==> src/rtl/fdss_pkg.sv <==
package fdss_pkg;

    localparam int DATA_W     = 32;
    localparam int RHO_W      = 29;
    localparam int SHIFT_W    = 5;
    localparam int NODE_W     = 6;
    localparam int CFG_IDX_W  = 2;
    localparam int CFG_DATA_W = 32;
    localparam int FRAC_BITS  = 28;
    localparam int PROD_W     = DATA_W + RHO_W + 1;

    localparam int NODES_DEF = 64;

    localparam logic ACT_LOAD = 1'b0;
    localparam logic ACT_TICK = 1'b1;

    localparam logic [CFG_IDX_W-1:0] REG_TENSION = 2'd0;
    localparam logic [CFG_IDX_W-1:0] REG_DAMPING = 2'd1;
    localparam logic [CFG_IDX_W-1:0] REG_OUTNODE = 2'd2;

    localparam logic [RHO_W-1:0]   TENSION_RST = 29'd7664016;
    localparam logic [SHIFT_W-1:0] DAMPING_RST = 5'd13;
    localparam logic [NODE_W-1:0]  OUTNODE_RST = 6'd32;

    // Operation select of the shared add/shift unit.
    typedef struct packed {
        logic sub;
        logic shift;
    } alu_ctrl_t;

endpackage

==> src/rtl/fdss_ram.sv <==
module fdss_ram #(
    parameter int DEPTH = fdss_pkg::NODES_DEF,
    parameter int WIDTH = fdss_pkg::DATA_W
) (
    input  logic                     aclk,
    input  logic                     we,
    input  logic [$clog2(DEPTH)-1:0] waddr,
    input  logic [WIDTH-1:0]         wdata,
    input  logic                     re,
    input  logic [$clog2(DEPTH)-1:0] raddr,
    output logic [WIDTH-1:0]         rdata
);

    logic [WIDTH-1:0] mem [DEPTH];

    always_ff @(posedge aclk) begin
        if (we) begin
            mem[waddr] <= wdata;
        end
    end

    always_ff @(posedge aclk) begin
        if (re) begin
            rdata <= mem[raddr];
        end
    end

endmodule

==> config.mk <==
export PLATFORM = sky130hd
export DESIGN_NAME = fdss_ram
export DESIGN_NICKNAME = d
export VERILOG_FILES = /design/src/rtl/fdss_pkg.sv /design/src/rtl/fdss_ram.sv
export SDC_FILE = /design/constraint.sdc
export NUM_CORES = 2
export LEC_CHECK = 0
export BUFFER_PORTS_ARGS = -buffer_cell sky130_fd_sc_hd__buf_2
export CAP_MARGIN = 30
export CORE_MARGIN = 5
export CORE_UTILIZATION = 53
export CTS_CLUSTER_SIZE = 30
export DETAILED_ROUTE_END_ITERATION = 8
export GPL_TIMING_DRIVEN = 1
export PLACE_DENSITY = 0.75
export SYNTH_ARGS = -nofsm -noshare
export SYNTH_HDL_FRONTEND = slang
export SYNTH_SLANG_ARGS = --single-unit
==> constraint.sdc <==
create_clock -name aclk -period 5.3 [get_ports aclk]
set_clock_uncertainty 0.15 [all_clocks]
set_input_delay 0.795 -clock aclk [delete_from_list [all_inputs] [get_ports aclk]]
set_output_delay 0.795 -clock aclk [all_outputs]
set_load 0.01 [all_outputs]
; ---- Yosys cells after proc, flatten, opt, wreduce, memory -nomap -nowiden
; Memory sizes are Yosys's and may differ from the RTL's. A register that Yosys moved wholly into a read port is not among the register bits.
; Index checks and enable logic that the tools add are counted.
[word_totals]
register_bits = 0
ramBits = 2048
wordCells = 3
memories = 1
[mem_list]
columns = name, words, width, read_ports, rd_ports_with_merged_regs, wr, line
row1 = mem, 64, 32, 1, 1, 1, fdss_ram.sv:14  ; logic [WIDTH-1:0] mem [DEPTH];
[classes]
mux = 2
[op_table]
columns = operator, n
row1 = 2-to-1 mux 1 bit, 2

; ---- Logic depth before layout (Yosys ltp)
[depth]
depth_word = 2
depth_mapped = 10

; ---- Worst setup path after synthesis
; Ideal clock, no wire load.
[synth_path]
path_type = input -> register
from = input waddr[3]
to = memory mem[48][0] in the netlist's numbering (enable)
setup_ns = 0.461
arrival_ns = 3.494
setup_slack_ns = 1.195
stages = 4
cell_sequence = clkbuf_1 nor2b_1 nand4b_1 nor3_1
[synth_lines]
columns = element, line
row1 = start: declaration, fdss_ram.sv:7  ; input logic [$clog2(DEPTH)-1:0] waddr,
row2 = end: declaration, fdss_ram.sv:14
; Straight into the memory's write port.

==> metrics.md <==
| Metric | Value |
|---|---|
| CP delay by family, top | buffers and inverters |
| Row count | 141 |
| RSZ-0062 raised after global routing | false |
| # port buffers | 78 |
| CTS tree | done |
| Slew Viols, Final | 0 |
| YS warnings | 0 |
| First-pass GRT wire length | 287000 um |
| DR WL/cell | 35.4 um |
| Final ANT Viol Nets | 0 |
| PwrDens | 372 nW/um^2 |
| Placeable Area | 148000 um^2 |
| Detail Placement HPWL | 114000 um |
| Die area | 157000 um^2 |
| Hold WS | 0.113 ns |
| Endpoints failing setup | 0 |
| Final Instance Area | 89500 um^2 |
| Tmin final | 3.72 ns |
| Final Instance Count excl. Fillers | 5694 |
| Synth area leader | edfxtp_1 |
| Fin crit share | 0.702 |
| # nets final | 3646 |
| Placed cells | 5318 |
| Largest family of logic cells by synthesized area | multiplexers |
| Slowest cell on crit path | buf_8 |
| Fillers | 9704 |
| Worst EP arrival | 4.11 ns |
| DP Area | 83200 um^2 |
| Gr ovfl total | 0 |
| Post-synthesis compound-gate area fraction | 0.0167 |
| Crit path top cell by count | nor2_1 |
| GPL Wtd Cong | 0.796 |
| Setup WS post-layout | 1.58 ns |
| Worst Tran Pin Value | 1.09 ns |
| Status | finished clean |
| Die span in x | 396 um |
| Dpl ws | 0.723 ns |
| Initial antenna violation count | 27 |
| Syn Std Cell Area | 78800 um^2 |
| Max incr delay on CP | 0.71 ns |
| Largest net degree at the start of global routing | 76 |
| Total power | 33.3 mW |
| CP Max Fanout | 75 |
| Final wirelength | 202000 um |
| Top cells by area, synth | edfxtp_1 (79%), mux4_2 (16%), mux2i_1 (1.2%) |
| Vias | 38400 |
| Starting Density | 0.533 |
| Commonest non-fill, non-tap cell in the layout | edfxtp_1 |
| Hold Fails Final Rpt | 0 |
| Max Cap Viol | 0 |
| Hold-fix buffers at CTS | 0 |
| Share of cells above drive strength 1 | 0.298 |
| Mux share of post-synthesis cell area | 0.167 |
| Number of global-route vias before repair | 38600 |
| Post-CTS Setup Inserts | 0 |
| Avg Vias per Cell | 6.74 |
| Syn avg cell area | 23.7 um^2 |
| Register area share after synthesis | 0.792 |
| Rel. slew slack | 0.276 |
| FMAX | 269 MHz |
| Clk slew on worst S/H paths | 0.06 ns |
| Area growth syn-to-layout | 13.5% |
| #FFs+latches synth | 2080 |
| Inserted Clock Buffers | 197 |
| Commonest non-fill, non-tap cells in the layout | edfxtp_1 (2080), mux4_2 (544), clkbuf_16 (201) |
| Multi-input logic area | 16000 um^2 |
| Setup TNS | 0 ns |
| Critical Path End Type | register |
| Gr usage total | 0.259 |
| Worst setup SP type | input port |
| Bufs and invs on worst path | 3 |
| DR pass1 iterations | 6 |
| Util after Layout | 0.605 |
| Clock Tree Buf Depth | 3 |
| Adder-cell share of the synthesized area | 0 |
| Syn Nets | 3371 |
| Post-CTS Resized | 0 |
| Static Leakage | 27.8 nW |
| Syn Inst Count | 3324 |
| Worst-skew pair later-pin latency | 0.82 ns |
| Hold WC Path Type | input port to register |
| Remaining DRCs | 0 |
| Critical path class | input port to register |
| CTS HTree Levels | 4 |
| DRT iter0 DRCs | 5925 |
| Cell chain of the critical path | buf_8 > buf_12 > buf_4 > mux4_2 > o22ai_1 > nor2_1 > a21oi_1 > nor2_1 |
| IO Pins | 79 |
| Storage element area | 62500 um^2 |
| TritonCTS Sinks | 2080 |
| Root Buffer | clkbuf_16 |
| Top-area cell type share of the netlist area | 0.792 |
| Worst Path Required | 5.69 ns |
| DIE HEIGHT | 396 um |
| Simple-gate area share of the yosys netlist | 0.0126 |
| Xor/xnor share of the synthesized area | 0 |
| Post-synth cell types | 33 |
| Worst vdd ir | 377 uV |
[Yosys cell counts]
master	n
a22oi_1	12
a41o_1	4
or2_2	1
mux4_2	544
a311oi_1	8
nand3_1	5
buf_4	25
or3_1	3
nand2_1	26
or3b_2	3
mux2i_1	93
o221ai_1	27
buf_2	57
and3_1	4
a21oi_1	62
buf_1	21
nand4_1	2
nor2b_1	15
buf_6	5
or2_0	1
o32ai_1	4
nor3_1	7
nand4b_1	1
clkbuf_1	74
nand2b_1	8
edfxtp_1	2080
or2_1	1
nand3b_1	5
a31oi_1	1
o22ai_1	84
nor2_1	137
and2_1	2
or3b_1	2
[final timing paths]
kind	startpoint	to	slack, ns	depth (start not counted)
hold / removal	wdata[29]	mem[2][29]	0.11	1
setup reg to reg	mem[56][11]	rdata[11]	2.68	5
hold reg to reg	mem[28][4]	rdata[4]	0.69	4
setup / recovery	raddr[0]	rdata[11]	1.58	8
[logic make-up after synthesis]
kind of cell           after synthesis
DFF                               2080
buffers and inverters              182
muxes                              637
AOI/OAI and AO/OA                  202
and+or+nand+nor                    223
[layout make-up]
cell class,count,share of cell area
diodes,11,0.000308
clock buffers,253,0.0584
clock inverters,100,0.00895
multi-input cells,1062,0.178
flip-flops and latches,2080,0.698
well taps,1930,0.0270
repair buffers,258,0.0291
[routing by layer]
layer / vias to the layer above / part of all wire / global-route usage
met4: 4 / 0.039 / 0.0912
li1: 14900 / - / -
met5: - / 0.00014 / 0
met1: 20200 / 0.36 / 0.361
met2: 2804 / 0.48 / 0.409
met3: 447 / 0.12 / 0.0617
[sequential cells by signal (all words and copies together), names as in the netlist]
signal,count
rdata,32
mem,2048
[where the power goes]
| group | total, mW | switching (mW) | internal, mW |
|---|---|---|---|
| clock network | 13.3 | 5.88 | 7.46 |
| registers | 18.3 | 0.0680 | 18.2 |
| logic | 1.68 | 1.03 | 0.650 |
| total | 33.3 | 6.98 | 26.4 |
Note: power is estimated with default switching activity, not from simulation.
