**src/rtl/fdss_pkg.sv**
```systemverilog
package fdss_pkg;

    localparam int DATA_W     = 32;
    localparam int RHO_W      = 29;
    localparam int SHIFT_W    = 5;
    localparam int NODE_W     = 6;
    localparam int CFG_IDX_W  = 2;
    localparam int CFG_DATA_W = 32;
    localparam int FRAC_BITS  = 28;
    localparam int PROD_W     = DATA_W + RHO_W + 1;

    localparam int NODES_DEF = 64;

    localparam logic ACT_LOAD = 1'b0;
    localparam logic ACT_TICK = 1'b1;

    localparam logic [CFG_IDX_W-1:0] REG_TENSION = 2'd0;
    localparam logic [CFG_IDX_W-1:0] REG_DAMPING = 2'd1;
    localparam logic [CFG_IDX_W-1:0] REG_OUTNODE = 2'd2;

    localparam logic [RHO_W-1:0]   TENSION_RST = 29'd7664016;
    localparam logic [SHIFT_W-1:0] DAMPING_RST = 5'd13;
    localparam logic [NODE_W-1:0]  OUTNODE_RST = 6'd32;

    // Operation select of the shared add/shift unit.
    typedef struct packed {
        logic sub;
        logic shift;
    } alu_ctrl_t;

endpackage

```
**src/rtl/fdss_alu.sv**
```systemverilog
module fdss_alu (
    input  logic [fdss_pkg::DATA_W-1:0]  a,
    input  logic [fdss_pkg::DATA_W-1:0]  b,
    input  fdss_pkg::alu_ctrl_t          ctrl,
    input  logic [fdss_pkg::SHIFT_W-1:0] shamt,
    output logic [fdss_pkg::DATA_W-1:0]  y
);

    import fdss_pkg::*;

    logic [DATA_W-1:0] b_shifted;
    logic [DATA_W-1:0] b_operand;

    // Arithmetic shift keeps the sign of the fix28 word.
    assign b_shifted = ctrl.shift ? DATA_W'($signed(b) >>> shamt) : b;
    assign b_operand = ctrl.sub ? ~b_shifted : b_shifted;
    assign y         = a + b_operand + DATA_W'(ctrl.sub);

endmodule

```
**config.mk**
```make
export PLATFORM = sky130hd
export DESIGN_NAME = fdss_alu
export DESIGN_NICKNAME = d
export VERILOG_FILES = /design/src/rtl/fdss_pkg.sv /design/src/rtl/fdss_alu.sv
export SDC_FILE = /design/constraint.sdc
export NUM_CORES = 1
export LEC_CHECK = 0
export ABC_AREA = 1
export BUFFER_PORTS_ARGS = -buffer_cell sky130_fd_sc_hd__buf_2
export CORE_MARGIN = 2
export CORE_UTILIZATION = 30
export DETAILED_ROUTE_END_ITERATION = 16
export GPL_ROUTABILITY_DRIVEN = 0
export PLACE_DENSITY_LB_ADDON = 0.2
export RECOVER_POWER = 50
export SYNTH_ARGS = -nofsm -noshare
export SYNTH_HDL_FRONTEND = slang
export SYNTH_SLANG_ARGS = --single-unit
```
**constraint.sdc**
```tcl
create_clock -name vclk -period 5.1
set_clock_uncertainty 0.15 [all_clocks]
set_input_delay 0 -clock vclk [all_inputs]
set_output_delay 0 -clock vclk [all_outputs]
set_load 0.005 [all_outputs]
```
### Word level (Yosys, flattened, before mapping)

Cells that the tools add are included.

* bits of input ports: 71
* register bits: 0
* output and inout port bits: 32

* mux-type cells: 2
* $add $sub $neg: 2
* bitwise operators: 1
* shifts and indexed selects: 1

Operators by type and width (count)
* 2-to-1 mux 32 bit: 2
* adder 32 x 1 -> 32 bit: 1
* adder 32 bit: 1
* inverter 32 bit: 1
* >>> shifter 32 x 5 -> 32 bit: 1

### Depth between registers and ports, before layout

* depth in word-level cells: 6
* mapped depth: 31
* gate-level depth less buffers: 28

### Worst setup path before layout

OpenSTA, ideal clock, no wires.

* kind: input-to-output
* from: in shamt[0] (netlist name)
* to: out y[22] (netlist name)
* arrival time: 3.302 ns
* slack: 1.648 ns
* stages on the path: 27
* path through: buf_6 > inv_8 > buf_12 > buf_4 > nand2_1 > nand2_1 > nand2_1 > o21ai_0 > nand2_1 > o21ai_0 > o21ai_0 > nand2_1 > nand3_1 > o21ai_0 > xor2_1 > fa_1 > nand3b_1 > nand2_1 > a21oi_1 > o21ai_0 > a21boi_1 > o21ai_2 > a21oi_1 > o21ai_2 > nand2_1 > nand2_1 > xor2_1

* longest elaborated chain between the ends: 6

RTL lines
* start: declaration: RTL line fdss_alu.sv:5 `input logic [fdss_pkg::SHIFT_W-1:0] shamt,`
* >>> shifter 32 x 5 -> 32 bit *: RTL line fdss_alu.sv:15 `assign b_shifted = ctrl.shift ? DATA_W'($signed(b) >>> shamt) : b;`
* 2-to-1 mux 32 bit *: RTL line fdss_alu.sv:15
* inverter 32 bit: RTL line fdss_alu.sv:16 `assign b_operand = ctrl.sub ? ~b_shifted : b_shifted;`
* 2-to-1 mux 32 bit *: RTL line fdss_alu.sv:16
* adder 32 bit *: RTL line fdss_alu.sv:17 `assign y = a + b_operand + DATA_W'(ctrl.sub);`
* adder 32 x 1 -> 32 bit *: RTL line fdss_alu.sv:17
* end: declaration: RTL line fdss_alu.sv:6 `output logic [fdss_pkg::DATA_W-1:0] y`

Every way passes the cells marked *; elsewhere a longest branch is shown, timed or not.

### Worst setup path in the final report

Same ends and word-level chain as after synthesis.

==> results.cfg <==
[worst_hold_path]
hold_class = input port to output port

[yosys]
synth_simple_gate_area_frac = 0.3999
post_synth_mux_area_share = 0.01271
syn_inst = 735
synth.top_cells.by_area = nand2_1 (21%), o21ai_0 (12%), xor2_1 (11%)
synth-seq-area-share = 0
post_synth_instance_area_sq_mm = 0.003939
netlist.top_cell.by_area = nand2_1
dominant_combinational_cell_family_by_area_after_synthesis = simple AND/OR/NAND/NOR gates
synth_top_cell_area_share = 0.2125
synth-xor-area-share = 0.1267
yosys.cell_types.count = 41
postSynthNetCount = 840
synth_compound_gate_area_share = 0.2500
synth-adder-area-share = 0.1099
syn_avg_cell_area_sq_um = 5.359
ys.warnings.count = 0

[final_layout]
diodes = 0
clkbuf_count = 0
number_of_standard_cells_in_the_final_layout_excluding_fillers = 980
multi_input_comb_area_sq_mm = 0.003523
drive_above_1_share = 0.1535
num-nets-final = 915
finalInstanceArea_sq_mm = 0.004498
fillerInstances = 1538
area.sequential_sq_um = 0
sequential_cell_total = 0
syn_to_final_growth_pct = 14.20

[die]
chipHeight_um = 118.6
dieWidth_um = 118.6
ioPinCount = 103
floorplan.initialDensity = 0.3096
fp.dieArea_sq_mm = 0.01406
fp-row-count = 41
area_of_the_core_sq_mm = 0.01272

[pwr]
p_int_mw = 0.3142
combinationalPowerShare = 1.000
power_switching_share = 0.6181
share_clk_of_total_power = 0
p_seq_frac = 0
vdd_ir_drop_max_mv = 0.03788
power-per-cell-area_mw_per_mm2 = 182.9
netSwitchingPower_mw = 0.5086
p_leak_nw = 2.344

[place]
dpl_cell_area_sq_mm = 0.004521
placement.io_buffers = 103
place.detailed.instances = 980
post-dp-hpwl_um = 12270

[route]
drc = 0
first_iter_violations = 452
firstDrtPassIters = 5
drtAntennaViolNets = 0
postRouteWirelength_um = 14510
dr_vias_cell = 5.140
detailroute.via_count = 5037
post_drt_wl_per_cell_um = 14.81

[worst_setup_path]
critical_path_arrival_ns = 4.40
timing_worst_setup_path_type = input port to output port
required_ns = 4.95
timing.critical_path.to_type = output port
critPathMaxFanout = 35
critical_path.startpoint_type = input port

[global_routing]
global_route.overflow_total = 0
number_of_antenna_violations_at_the_first_check_in_global_routing = 0
grt_start_max_net_pins = 41
first_pass_grt_wire_length_um = 23230
vias_in_the_first_global_route = 4703
grt_overall_usage = 0.1975

[timing]
count_of_final_max_slew_check_failures = 0
finalHoldViolCount = 0
finalSetupTns_ns = 0
final_period_minus_worst_setup_slack_ns = 4.549
fmaxAchievable_mhz = 219.8
rsz0062_at_grt = false
worst_pin_slew_ns = 0.9212
final_min_period_over_clock_period = 0.8920
max_slew_margin = 0.3852
endpoints_failing_setup = 0

[run_status]
status = complete, no violations

[clocking]
holdBufCountCts = 0

[flow_run]
max_cap_violations = 0
[metrics by stage]
stage / setup slack [ns] / power, mW / hold slack [ns] / util
final: 0.5507 / 0.8228 / 0.2421 / 0.3536
after global routing: 0.04365 / 0.9245 / 0.2983 / 0.3536
after CTS: 0.5337 / 0.8282 / 0.2474 / 0.3553
after detailed placement: 0.5545 / 0.8255 / 0.2463 / 0.3553
after global placement: 0.6042 / 0.8297 / 0.2427 / 0.3553
after floorplan: 1.649 / 0.5476 / 0.01267 / -
[layout make-up]
class,count,share of cell area
inverter,56,0.04840
tap,172,0.04784
timing repair buffer,107,0.1204
multi-input combinational,645,0.7833
[Yosys cell counts, drive strengths merged]
cell type	number
a21boi	3
nor3	5
a31oi	5
nand2	243
o311ai	1
a211oi	1
fa	1
o21a	2
mux2i	5
nand4	1
a21oi	49
o211ai	13
a311oi	1
ha	33
and3	2
xnor2	7
o22ai	2
clkbuf	17
a21o	3
inv	55
xor2	50
clkinv	1
nor2	33
nand3b	2
o21ai	94
a22oi	1
o21bai	2
buf	17
a221oi	1
nand3	85
[worst max-delay path, cell delays in order]
cell and delay (ns):
buf_2 0.53, inv_8 0.18, nand2_1 0.10, nand2_1 0.06
nand2_1 0.05, o21ai_0 0.11, nand2_1 0.08, o21ai_0 0.10
o21ai_0 0.32, nand2_1 0.08, nand3_1 0.08, o21ai_0 0.12
xor2_1 0.20, fa_1 0.45, nand3b_1 0.17, nand2_1 0.11
a21oi_1 0.11, o21ai_0 0.26, a21boi_1 0.16, o21ai_2 0.26
a21oi_1 0.19, o21ai_2 0.18, nand2_1 0.07, nand2_1 0.07
xor2_1 0.21, buf_2 0.15
[cells in the final DEF, fill, tap and decap left out, types with 2 or more instances in the layout]
master	n
inv_2	2
o22ai_1	2
o21bai_1	2
nor2_1	33
xor2_1	50
a21oi_1	49
mux2i_1	5
a31oi_1	5
and3_1	2
o211ai_1	13
buf_2	99
o21ai_2	2
buf_4	3
o21a_1	2
inv_1	52
nand3b_1	2
nand3_1	84
nor3_1	5
ha_1	33
nand2_1	229
clkbuf_1	3
a21boi_1	2
o21ai_0	92
xnor2_1	7
nand2_2	14
a21o_1	3
[what timing repair did]
item,4_1_cts,5_1_grt
endpoints found under the hold margin,0,0
buffers inserted,0,0
resized for setup,0,1
endpoints found under the setup margin,0,1
[worst paths after layout]
kind / startpoint / endpoint / slack [ns] / cells after the start
worst max-delay path: shamt[0] / y[22] / 0.55 / 26
worst min-delay path: a[0] / y[0] / 0.24 / 4
[cell families (layout without fill, tap and decap cells)]
family,count (synthesis),in the layout
and+or+nand+nor,371,371
buffers and inverters,90,163
muxes,5,5
AOI/OAI and AO/OA,178,178
xor gates and xnor gates,57,57
adders and majority gates,34,34
[per-layer routing]
metal / vias to the layer above / share of wire / track usage
li1: 2619 / - / -
met3: 13 / 0.051 / 0.005792
met4: 0 / 0.013 / 0.02753
met1: 2245 / 0.50 / 0.2941
met5: - / 0 / 0
met2: 160 / 0.44 / 0.3218
[power by group through the flow]
stage	logic, mW	registers, mW	clock network (mW)
6_report	0.823	0	0
2_1_floorplan	0.548	0	0
3_5_place_dp	0.825	0	0
5_1_grt	0.924	0	0
4_1_cts	0.828	0	0
3_3_place_gp	0.830	0	0
(Power assumes the default switching activity.)
